File: src/srb_pkg.sv
// Shared types and constants for the sequence reorder buffer.
package srb_pkg;

    localparam int DEPTH    = 32;                   // slot count, a power of two
    localparam int IDX_W    = $clog2(DEPTH);
    localparam int CNT_W    = $clog2(DEPTH + 1);
    localparam int SEQ_W    = 16;
    localparam int HANDLE_W = 16;
    localparam int MODE_W   = 2;
    localparam int STATUS_W = 2;
    localparam int IN_DATA_W  = 32;                 // seq_number, msg_handle
    localparam int OUT_DATA_W = 40;                 // out_handle, out_seq, resync_seen, pad

    localparam logic [MODE_W-1:0] MODE_MSG   = 2'd0;
    localparam logic [MODE_W-1:0] MODE_SYNC  = 2'd1;
    localparam logic [MODE_W-1:0] MODE_CLEAR = 2'd2;

    localparam logic [STATUS_W-1:0] ST_RELEASED  = 2'd0;
    localparam logic [STATUS_W-1:0] ST_BUFFERED  = 2'd1;
    localparam logic [STATUS_W-1:0] ST_DUPLICATE = 2'd2;
    localparam logic [STATUS_W-1:0] ST_COLLISION = 2'd3;

    localparam logic [SEQ_W-1:0] SEQ_ONE  = 16'd1;
    localparam logic [SEQ_W-1:0] SEQ_ZERO = 16'd0;
    localparam logic [SEQ_W-1:0] SEQ_MAX  = 16'hFFFF;

    // Commands from the controller to the datapath.
    typedef struct packed {
        logic capture;        // input transaction taken this cycle
        logic lookup;         // classify the captured message, start slot read
        logic release_step;   // emit one released result, advance the drain
        logic store_step;     // emit the buffered or dropped result
    } srb_cmd_t;

    // Status from the datapath to the controller.
    typedef struct packed {
        logic in_is_msg;      // the offered input transaction is a message
        logic in_order;       // captured message is released at once
        logic more_ok;        // the drain continues after this result
        logic out_free;       // output register can take a result
    } srb_stat_t;

endpackage

File: src/srb_ctrl.sv
// Controller state machine of the sequence reorder buffer.
module srb_ctrl (
    input  logic              aclk,
    input  logic              aresetn,
    input  logic              s_tvalid,
    output logic              s_tready,
    input  srb_pkg::srb_stat_t stat,
    output srb_pkg::srb_cmd_t  cmd
);
    import srb_pkg::*;

    localparam logic [1:0] S_IDLE    = 2'd0;
    localparam logic [1:0] S_LOOKUP  = 2'd1;
    localparam logic [1:0] S_RELEASE = 2'd2;
    localparam logic [1:0] S_STORE   = 2'd3;

    logic [1:0] state_reg;
    logic [1:0] state_next;

    assign s_tready = (state_reg == S_IDLE);

    always_comb begin
        state_next = state_reg;
        cmd        = '0;
        case (state_reg)
            S_IDLE: begin
                if (s_tvalid) begin
                    cmd.capture = 1'b1;
                    if (stat.in_is_msg) begin
                        state_next = S_LOOKUP;
                    end
                end
            end
            S_LOOKUP: begin
                cmd.lookup = 1'b1;
                state_next = stat.in_order ? S_RELEASE : S_STORE;
            end
            S_RELEASE: begin
                if (stat.out_free) begin
                    cmd.release_step = 1'b1;
                    if (!stat.more_ok) begin
                        state_next = S_IDLE;
                    end
                end
            end
            S_STORE: begin
                if (stat.out_free) begin
                    cmd.store_step = 1'b1;
                    state_next     = S_IDLE;
                end
            end
            default: begin
                state_next = S_IDLE;
            end
        endcase
    end

    always_ff @(posedge aclk) begin
        if (!aresetn) begin
            state_reg <= S_IDLE;
        end else begin
            state_reg <= state_next;
        end
    end

endmodule

File: src/srb_datapath.sv
// Datapath of the sequence reorder buffer: sequence state, slot table, output register.
module srb_datapath (
    input  logic                          aclk,
    input  logic                          aresetn,
    input  logic [srb_pkg::MODE_W-1:0]    s_tuser,
    input  logic [srb_pkg::IN_DATA_W-1:0] s_tdata,
    output logic                          m_tvalid,
    input  logic                          m_tready,
    output logic [srb_pkg::OUT_DATA_W-1:0] m_tdata,
    output logic [srb_pkg::STATUS_W-1:0]  m_tuser,
    output logic                          m_tlast,
    input  srb_pkg::srb_cmd_t             cmd,
    output srb_pkg::srb_stat_t            stat
);
    import srb_pkg::*;

    // Sequence state.
    logic [SEQ_W-1:0]    expected_seq_reg;
    logic [SEQ_W-1:0]    expected_seq_next;
    logic [SEQ_W-1:0]    expected_inc;
    logic                resync_pending_reg;
    logic                first_cycle_reg;
    logic                resync_flag_reg;
    logic [DEPTH-1:0]    slot_valid_reg;

    // Captured message and the item being released.
    logic [SEQ_W-1:0]    in_seq_reg;
    logic [HANDLE_W-1:0] in_handle_reg;
    logic [SEQ_W-1:0]    cur_seq_reg;
    logic [HANDLE_W-1:0] cur_handle_reg;
    logic [CNT_W-1:0]    count_reg;

    // Slot table.
    logic [SEQ_W-1:0]    mem_seq    [DEPTH];
    logic [HANDLE_W-1:0] mem_handle [DEPTH];
    logic [SEQ_W-1:0]    rd_seq_reg;
    logic [HANDLE_W-1:0] rd_handle_reg;
    logic                rd_en;
    logic [IDX_W-1:0]    rd_addr;
    logic                wr_en;

    // Output register.
    logic                out_valid_reg;
    logic [HANDLE_W-1:0] out_handle_reg;
    logic [SEQ_W-1:0]    out_seq_reg;
    logic [STATUS_W-1:0] out_status_reg;
    logic                out_resync_reg;
    logic                out_last_reg;

    logic [IDX_W-1:0]    in_idx;
    logic [IDX_W-1:0]    exp_idx;
    logic                in_order;
    logic                more;
    logic                out_free;
    logic                resync_now;

    assign in_idx   = in_seq_reg[IDX_W-1:0];
    assign exp_idx  = expected_seq_reg[IDX_W-1:0];
    assign in_order = (in_seq_reg == expected_seq_reg) || (in_seq_reg == SEQ_ZERO);
    assign more     = slot_valid_reg[exp_idx] && (rd_seq_reg == expected_seq_reg);
    assign out_free = !out_valid_reg || m_tready;
    assign expected_inc = (expected_seq_reg == SEQ_MAX) ? SEQ_ONE : expected_seq_reg + SEQ_ONE;
    assign resync_now   = cmd.capture && (s_tuser == MODE_MSG) && resync_pending_reg;

    assign stat.in_is_msg = (s_tuser == MODE_MSG);
    assign stat.in_order  = in_order;
    assign stat.more_ok   = more && (count_reg < CNT_W'(DEPTH));
    assign stat.out_free  = out_free;

    always_comb begin
        expected_seq_next = expected_seq_reg;
        if (resync_now) begin
            expected_seq_next = SEQ_ONE;
        end else if ((cmd.lookup && in_order) || (cmd.release_step && stat.more_ok)) begin
            expected_seq_next = expected_inc;
        end
    end

    always_comb begin
        rd_en   = cmd.lookup || (cmd.release_step && stat.more_ok);
        rd_addr = in_idx;
        if ((cmd.lookup && in_order) || cmd.release_step) begin
            rd_addr = expected_inc[IDX_W-1:0];
        end
        wr_en = cmd.store_step && !slot_valid_reg[in_idx];
    end

    always_ff @(posedge aclk) begin
        if (rd_en) begin
            rd_seq_reg    <= mem_seq[rd_addr];
            rd_handle_reg <= mem_handle[rd_addr];
        end
        if (wr_en) begin
            mem_seq[in_idx]    <= in_seq_reg;
            mem_handle[in_idx] <= in_handle_reg;
        end
    end

    always_ff @(posedge aclk) begin
        if (!aresetn) begin
            expected_seq_reg   <= SEQ_ONE;
            resync_pending_reg <= 1'b0;
            first_cycle_reg    <= 1'b1;
            resync_flag_reg    <= 1'b0;
            slot_valid_reg     <= '0;
            out_valid_reg      <= 1'b0;
            count_reg          <= '0;
        end else begin
            expected_seq_reg <= expected_seq_next;
            if (cmd.capture) begin
                if (s_tuser == MODE_SYNC) begin
                    resync_pending_reg <= 1'b1;
                end else if (s_tuser == MODE_CLEAR) begin
                    resync_pending_reg <= 1'b0;
                end
            end
            if (resync_now) begin
                resync_pending_reg <= 1'b0;
                slot_valid_reg     <= '0;
                if (first_cycle_reg) begin
                    first_cycle_reg <= 1'b0;
                end else begin
                    resync_flag_reg <= 1'b1;
                end
            end
            if (cmd.lookup) begin
                count_reg <= '0;
            end
            if (cmd.release_step) begin
                count_reg <= count_reg + CNT_W'(1);
                if (stat.more_ok) begin
                    slot_valid_reg[exp_idx] <= 1'b0;
                end
            end
            if (wr_en) begin
                slot_valid_reg[in_idx] <= 1'b1;
            end
            if (cmd.release_step || cmd.store_step) begin
                out_valid_reg <= 1'b1;
            end else if (m_tready) begin
                out_valid_reg <= 1'b0;
            end
        end
    end

    always_ff @(posedge aclk) begin
        if (cmd.capture) begin
            in_seq_reg    <= s_tdata[SEQ_W-1:0];
            in_handle_reg <= s_tdata[SEQ_W +: HANDLE_W];
        end
        if (cmd.lookup) begin
            cur_seq_reg    <= in_seq_reg;
            cur_handle_reg <= in_handle_reg;
        end else if (cmd.release_step && stat.more_ok) begin
            cur_seq_reg    <= rd_seq_reg;
            cur_handle_reg <= rd_handle_reg;
        end
        if (cmd.release_step) begin
            out_handle_reg <= cur_handle_reg;
            out_seq_reg    <= cur_seq_reg;
            out_status_reg <= ST_RELEASED;
            out_resync_reg <= resync_flag_reg;
            out_last_reg   <= !more;
        end else if (cmd.store_step) begin
            out_handle_reg <= in_handle_reg;
            out_seq_reg    <= in_seq_reg;
            out_resync_reg <= resync_flag_reg;
            out_last_reg   <= 1'b1;
            if (!slot_valid_reg[in_idx]) begin
                out_status_reg <= ST_BUFFERED;
            end else if (rd_seq_reg == in_seq_reg) begin
                out_status_reg <= ST_DUPLICATE;
            end else begin
                out_status_reg <= ST_COLLISION;
            end
        end
    end

    assign m_tvalid = out_valid_reg;
    assign m_tuser  = out_status_reg;
    assign m_tlast  = out_last_reg;
    assign m_tdata  = {{(OUT_DATA_W - SEQ_W - HANDLE_W - 1){1'b0}},
                       out_resync_reg, out_seq_reg, out_handle_reg};

    // A result is never loaded over one that has not been taken.
    a_no_overwrite: assert property (@(posedge aclk) disable iff (!aresetn)
        (cmd.release_step || cmd.store_step) |-> out_free)
        else $error("result loaded while output register is still full");

    // The expected sequence number never takes the value zero.
    a_expected_nonzero: assert property (@(posedge aclk) disable iff (!aresetn)
        expected_seq_reg != SEQ_ZERO)
        else $error("expected sequence reached zero");

    // A buffered message leaves its slot marked valid.
    a_store_sets_valid: assert property (@(posedge aclk) disable iff (!aresetn)
        wr_en |=> slot_valid_reg[$past(in_idx)])
        else $error("stored slot not marked valid");

    // A drained slot is freed.
    a_drain_frees: assert property (@(posedge aclk) disable iff (!aresetn)
        (cmd.release_step && stat.more_ok) |=> !slot_valid_reg[$past(exp_idx)])
        else $error("drained slot still valid");

endmodule

File: src/sequence_reorder_buffer_unit.sv
// Top level of the sequence reorder buffer: controller plus datapath.
//
// This block resequences messages by their 16-bit sequence number. Each input
// transaction is a message, a sync request or a clear request, selected by
// s_tuser. A sync request arms a resync and a clear request disarms it; neither
// produces a result. A message that arrives with a resync armed restarts the
// expected sequence at 1 and empties the slot table first; every resync after
// the first one sets the sticky resync_seen flag. A message whose number equals
// the expected one, or is 0, is released with status 0, after which buffered
// successors are drained in order, one result transaction each, with m_tlast on
// the final result of that message. Any other message is parked in a
// direct-mapped table of 32 slots indexed by the low five bits of its number
// and answered with status 1; if the slot is taken the message is dropped with
// status 2 (same number) or 3 (different number). The expected sequence wraps
// from 65535 to 1. A sync, clear or unused-mode transaction is handled in the
// accept step alone; a message is accepted, then looked up in the slot table,
// then its results are emitted one after another, each waiting while the
// output is stalled. The block takes no new transaction until the last result
// of a message is loaded. Each drain step reads the slot of the next expected
// number through the single read port of the slot table. A finished result
// waits in the output register while the next transaction is accepted. There
// is no clearing pass after reset.
module sequence_reorder_buffer_unit (
    input  logic                           aclk,
    input  logic                           aresetn,
    // Input channel.
    input  logic                           s_tvalid,
    output logic                           s_tready,
    input  logic [srb_pkg::IN_DATA_W-1:0]  s_tdata,   // [15:0] seq_number, [31:16] msg_handle
    input  logic [srb_pkg::MODE_W-1:0]     s_tuser,   // [1:0] mode
    // Result channel.
    output logic                           m_tvalid,
    input  logic                           m_tready,
    output logic [srb_pkg::OUT_DATA_W-1:0] m_tdata,   // [15:0] out_handle, [31:16] out_seq,
                                                      // [32] resync_seen, [39:33] zero
    output logic [srb_pkg::STATUS_W-1:0]   m_tuser,   // [1:0] status
    output logic                           m_tlast    // last result of this message
);
    import srb_pkg::*;

    srb_cmd_t  cmd;
    srb_stat_t stat;

    // The controller sequences accept, lookup and the release or store steps.
    srb_ctrl u_ctrl (
        .aclk     (aclk),
        .aresetn  (aresetn),
        .s_tvalid (s_tvalid),
        .s_tready (s_tready),
        .stat     (stat),
        .cmd      (cmd)
    );

    // The datapath holds the sequence state, the slot table and the result register.
    srb_datapath u_datapath (
        .aclk     (aclk),
        .aresetn  (aresetn),
        .s_tuser  (s_tuser),
        .s_tdata  (s_tdata),
        .m_tvalid (m_tvalid),
        .m_tready (m_tready),
        .m_tdata  (m_tdata),
        .m_tuser  (m_tuser),
        .m_tlast  (m_tlast),
        .cmd      (cmd),
        .stat     (stat)
    );

endmodule
File: config.mk
export PLATFORM = sky130hd
export DESIGN_NAME = sequence_reorder_buffer_unit
export DESIGN_NICKNAME = d
export VERILOG_FILES = /design/src/srb_pkg.sv /design/src/srb_ctrl.sv /design/src/srb_datapath.sv /design/src/sequence_reorder_buffer_unit.sv
export SDC_FILE = /design/constraint.sdc
export NUM_CORES = 2
export LEC_CHECK = 0
export BUFFER_PORTS_ARGS = -buffer_cell sky130_fd_sc_hd__buf_4
export CAP_MARGIN = 20
export CORE_MARGIN = 1
export CORE_UTILIZATION = 40
export CTS_CLUSTER_SIZE = 24
export DETAILED_ROUTE_END_ITERATION = 8
export PLACE_DENSITY = 0.59
export SLEW_MARGIN = 5
export SYNTH_ARGS = -nofsm -noshare
export SYNTH_HDL_FRONTEND = slang
export SYNTH_HIERARCHICAL = 1
export SYNTH_SLANG_ARGS = --single-unit
export TNS_END_PERCENT = 20
File: constraint.sdc
create_clock -name aclk -period 11 [get_ports aclk]
set_clock_uncertainty 0.15 [all_clocks]
set_input_delay 1.65 -clock aclk [delete_from_list [all_inputs] [get_ports aclk]]
set_output_delay 1.65 -clock aclk [all_outputs]
set_load 0.005 [all_outputs]
==> After elaboration in Yosys (flattened, before gate mapping) <==
Memory sizes are Yosys's and may differ from the RTL's. A register that Yosys moved wholly into a read port is not among the register bits.
Index checks and enable logic that the tools add are counted.
{ "totals": {"register_bits": 160, "mem_bits_rw": 1024, "in_bits": 38, "output_inout_bits": 45, "memories": 2} }
{ "classes": {"add_sub_neg": 2, "magnitude_cmp": 5, "n_eq_ne": 14, "muxes": 51, "bitwise_logic": 5, "reduce_logical": 30} }
{ "memory_table": {"columns": ["name", "depth", "word_bits", "read_ports", "rd_ports_with_merged_regs", "wr", "line", "source"], "rows": [
  ["u_datapath.mem_handle", 32, 16, 1, 1, 1, "srb_datapath.sv:35", "logic [HANDLE_W-1:0] mem_handle [DEPTH];"],
  ["u_datapath.mem_seq", 32, 16, 1, 1, 1, "srb_datapath.sv:34", "logic [SEQ_W-1:0] mem_seq [DEPTH];"]
]} }
{ "op_table": {"columns": ["cell", "count"], "rows": [
  ["32-bit two-way mux", 6],
  ["16-bit two-way mux", 9],
  ["16-bit equality test", 3],
  ["32-bit bitwise AND", 1],
  ["32-bit inverter", 1],
  ["32-bit OR", 1],
  ["1-bit two-way mux", 22],
  ["16-bit by 1-bit adder with 16-bit output, second input constant", 1],
  ["16-bit equality test, second input constant", 1],
  ["16-bit logical NOT", 1],
  ["5-bit by 6-bit < comparator with 1-bit output, second input constant", 2],
  ["2-bit two-way mux", 6],
  ["6-bit two-way mux", 2],
  ["1-bit binary-select mux with 5-bit select", 2],
  ["1-bit demux with 5-bit select", 2],
  ["5-bit by 1-bit greater-or-equal comparator with 1-bit output, second input constant", 2],
  ["2-bit nonzero test", 5],
  ["1-bit logical AND", 9],
  ["2-bit one-hot mux with 4 select lines", 1],
  ["6-bit by 1-bit adder with 6-bit output, second input constant", 1],
  ["2-bit equality test, second input constant", 3],
  ["1-bit logical OR", 6],
  ["6-bit < comparator, second input constant", 1],
  ["2-bit by 1-bit inequality test with 1-bit output, second input constant", 3],
  ["9 further kinds", 16]
]} }

==> Logic depth before layout (Yosys ltp) <==
{ "logic_depth": {"depth_word": 12, "ltp_mapped": 15, "depth_no_buf": 11} }

==> Modules after synthesis <==
Netlist, hierarchy kept.
{ "by_module_without_submodules": {"columns": ["module", "instances", "cells_each", "area_each_um2"], "rows": [
  ["srb_datapath", 1, 3377, 48256.3],
  ["srb_ctrl", 1, 16, 143.9]
]} }

==> Worst setup path after synthesis <==
Ideal clock, no wire load.
{ "synth_path": {"path_type": "input-to-reg", "startpoint": "input port m_tready", "endpoint": "register u_datapath.cur_handle_reg[0], enable pin", "setup_time_ns": 0.574, "arrival_time_ns": 7.218, "required_time_ns": 10.276, "path_slack_ns": 3.057, "stages": 8, "n_path_buf": 3, "path_cell_list": "nand2b_1 -> buf_4 -> nand2_1 -> nor2_1 -> buf_2 -> clkbuf_1 -> nand2_1 -> o21ai_0"} }
{ "synth_lines": {"columns": ["element", "line", "source"], "rows": [
  ["start, declared", "sequence_reorder_buffer_unit.sv:33", "input logic m_tready,"],
  ["end signal, assigned", "srb_datapath.sv:153", "cur_handle_reg <= in_handle_reg;"],
  ["end signal, assigned", "srb_datapath.sv:156", "cur_handle_reg <= rd_handle_reg;"],
  ["end, declared", "srb_datapath.sv:30", "logic [HANDLE_W-1:0] cur_handle_reg;"]
]} }

==> Worst setup path after layout <==
{ "layout_path": {"startpoint": "register u_datapath.in_seq_reg[2]", "endpoint": "register u_datapath.rd_seq_reg[14] (read register of u_datapath.mem_seq), data pin"} }
{ "layout_via": {"elab_chain_len": 5} }
{ "layout_rtl": {"columns": ["element", "line", "source"], "rows": [
  ["start, declared", "srb_datapath.sv:27", "logic [SEQ_W-1:0] in_seq_reg;"],
  ["start signal, assigned", "srb_datapath.sv:148", "in_seq_reg <= s_tdata[SEQ_W-1:0];"],
  ["16-bit equality test or 16-bit logical NOT (tied branches)", "srb_datapath.sv:59", "assign in_order = (in_seq_reg == expected_seq_reg) || (in_seq_reg == SEQ_ZERO);"],
  ["1-bit logical OR", "srb_datapath.sv:59", null],
  ["1-bit logical AND", "srb_datapath.sv:82", "if ((cmd.lookup && in_order) || cmd.release_step) begin"],
  ["1-bit logical OR", "srb_datapath.sv:82", null],
  ["5-bit two-way mux (*)", "srb_datapath.sv:82", null],
  ["end, declared", "srb_datapath.sv:36", "logic [SEQ_W-1:0] rd_seq_reg;"]
]} }
Every way passes the cells marked *; elsewhere a longest branch is shown, timed or not.
A chain may end at the register's enable or synchronous reset.

==> out/summary.json <==
{
  "drt_first_iter_violations": 4138,
  "fillCellCount": 10490,
  "synthDominantCellAreaShare_pct": 71.60,
  "floorplan_core_area_um2": 120000,
  "end_kind": "flop",
  "gp_congestion": 0.7962,
  "syn-instance-count": 3393,
  "cts_made_buffers": 116,
  "setup_total_negative_slack_ns": 0,
  "globalRouteTotalUtil_pct": 22.16,
  "netlist_top_cells_area": "edfxtp_1 (72%), nand2_1 (6.2%), nand3_1 (2.8%)",
  "worst_setup_path_startpoint": "u_datapath/in_seq_reg[2]",
  "wirelength_um": 137000,
  "fp.dieArea_um2": 122400,
  "leading_cell_type_in_the_layout_fill_and_taps_excluded": "edfxtp_1",
  "area_delta_synth_final_pct": 13.16,
  "yosys_warnings": 6,
  "hold_buf_cts": 0,
  "vdd_drop_max_mv": 0.1421,
  "critPathMaxStageDelay_ns": 0.91,
  "dp_hpwl_um": 64580,
  "share_of_the_core_filled_with_cells_pct": 45.65,
  "synth-seq-area-share_pct": 74.16,
  "crit_chain": "buf_4, nor3_1, nand4_1, or4_4, a21oi_4, nor2_1, o41ai_4, buf_4, buf_4, and3_1, a2bb2oi_1, nand3_1",
  "largest_net_degree_at_the_start_of_global_routing": 157,
  "fin_crit_ns": 5.608,
  "fmaxAchievable_ghz": 0.1783,
  "slew-limit-headroom_pct": 24.29,
  "wl_per_cell_um": 26.56,
  "grt_setup_unrepaired": "false",
  "synth_edf_count": 1154,
  "route.antenna.remaining_nets": 0,
  "std_cell_rows": 127,
  "worst_hold_path_type": "reg -> reg",
  "cts_tree": "yes",
  "via_count_of_the_first_global_routing_pass": 27860,
  "vias": 29650,
  "drtPass1Iterations": 6,
  "worstMarginPinSlew_ns": 1.136,
  "timing.final.max_slew_violations": 0,
  "drt_drc_violations_left": 0,
  "mostFrequentLayoutCells": "edfxtp_1 (1,154), nand2_1 (803), nand3_1 (274)",
  "cts.root.buffer_cell": "clkbuf_16",
  "final_number_of_hold_violating_endpoints": 0,
  "critical_path_top_delay_cell": "buf_4",
  "ys_seq_elements": 1216,
  "power_density_normalized_to_cell_area_nw_per_um2": 183.7,
  "insertedDiodeCount": 0,
  "synth_top_family_by_area": "simple AND/OR/NAND/NOR gates",
  "critical_path.n_buffers_inverters": 3,
  "global_route_wire_length_before_repair_um": 196700,
  "synth.mux.area_fraction_pct": 5.072,
  "worst_setup_path_start_kind": "flop",
  "detail_route.vias_per_cell": 5.750,
  "cp_common_cell": "buf_4",
  "cts.repair.resized": 0,
  "asyncSetResetFlopFracSynth_pct": 0,
  "numPortBuffers": 75,
  "synth_cell_types": 71,
  "power.static_leakage_uw": 0.01808,
  "outcome": "finished clean",
  "hp-start": "u_datapath/resync_flag_reg",
  "post_synth_fa_ha_maj_area_fraction_pct": 0.1810,
  "clk_latency_worst_skew_pair_ns": 0.74,
  "worstSetupPathType": "reg -> reg",
  "worst_ep_required_time_ns": 11.32,
  "postCtsSetupRepairBufs": 0,
  "nNetsFinal": 3492,
  "numClockSinks": 1216,
  "synthesized_area_fraction_occupied_by_and_or_nand_nor_cells_pct": 13.00,
  "clk_pin_slew_worst_setup_hold_paths_ns": 0.06,
  "antenna_violations_before_repair": 1,
  "chipHeight_um": 349.9,
  "finalCritPeriodShare_pct": 50.98,
  "crit_path_max_fanout": 67,
  "htreeDepth": 3,
  "postSynthAreaPerCell_um2": 14.26,
  "synth_top_cell_by_area": "edfxtp_1",
  "finalSetupViolCount": 0,
  "io_pins": 83,
  "crit-reg2reg-launch": "u_datapath/in_seq_reg[2]",
  "worst_path_dominant_cell_family": "buffers and inverters",
  "synth_xor_xnor_area_share_pct": 1.031,
  "post_route_cells_drive_above_1_share_pct": 13.26,
  "synth-compound-area-share_pct": 4.118,
  "globalRouteOverflowTotal": 0,
  "initial_core_util_pct": 40.34,
  "cap_viol_max_count": 0,
  "dominant_register_cell_in_the_synthesized_netlist": "edfxtp_1",
  "worst-endpoint-arrival_ns": 5.93,
  "clock_buffer_depth": 3,
  "die_x_um": 349.9,
  "synthesis.area_um2": 48400
}
==> final timing paths <==
check                         endpoint  slack (ns)  depth (start not counted)
max          u_datapath/rd_seq_reg[14]        5.39                         12
min          u_datapath/out_resync_reg        0.29                          0
max reg2reg  u_datapath/rd_seq_reg[14]        5.39                         12
min reg2reg  u_datapath/out_resync_reg        0.29                          0
==> synth_stat cells (12+ instances only) <==
cell type     n
a21oi_1      21
a32oi_1     126
buf_1        17
buf_2        70
buf_4        27
clkbuf_1    105
dfxtp_1      62
edfxtp_1   1154
inv_1        17
mux2_2       64
mux2i_1     135
mux4_2       17
nand2_1     804
nand3_1     274
nand4_1     169
nor2_1       69
nor3_1       12
o211ai_1     21
o21ai_0      42
xnor2_1      38
xor2_1       19
==> stage by stage <==
stage	hold WS (ns)	setup slack (ns)	instances	area (µm²)	total power [µW]
5_1_grt	0.3092	5.238	5156	54770	10330
4_1_cts	0.2901	5.464	5154	54720	10100
3_5_place_dp	0.2750	4.826	4939	50870	6080
3_3_place_gp	0.2670	4.820	4938	50860	6072
2_1_floorplan	0.2590	3.057	3399	48420	5798
6_report	0.2863	5.392	5156	54770	10060
==> power by group <==
| part | internal (µW) | switching (µW) |
|---|---|---|
| combinational | 237 | 564 |
| sequential | 5140 | 52.7 |
| clock | 2320 | 1740 |
==> layer usage <==
| layer | share of wire (%) | GRT usage [%] | wire, µm |
|---|---|---|---|
| met1 | 44 | 33.46 | 60140 |
| met2 | 45 | 33.15 | 61180 |
| met3 | 9.0 | 3.312 | 12270 |
| met4 | 2.5 | 6.149 | 3366 |
| met5 | 0 | 0 | 0 |
==> cells by family after synthesis <==
family	Yosys count
xor+xnor	57
other cells	1
mux	216
compound gates	254
simple gates	1397
flops	1216
buf+inv	245
fa+ha+maj	7
==> area by class of cell <==
cell class | count | area [µm²] | share of cell area, %
flip-flops and latches | 1216 | 35890 | 65.54
multi-input cells | 1938 | 11680 | 21.33
well taps | 1612 | 2017 | 3.683
repair buffers | 158 | 1271 | 2.321
clock buffers | 140 | 3014 | 5.503
inverters | 17 | 63.81 | 0.1165
clock inverters | 75 | 828.3 | 1.512
(Power assumes the default switching activity.)
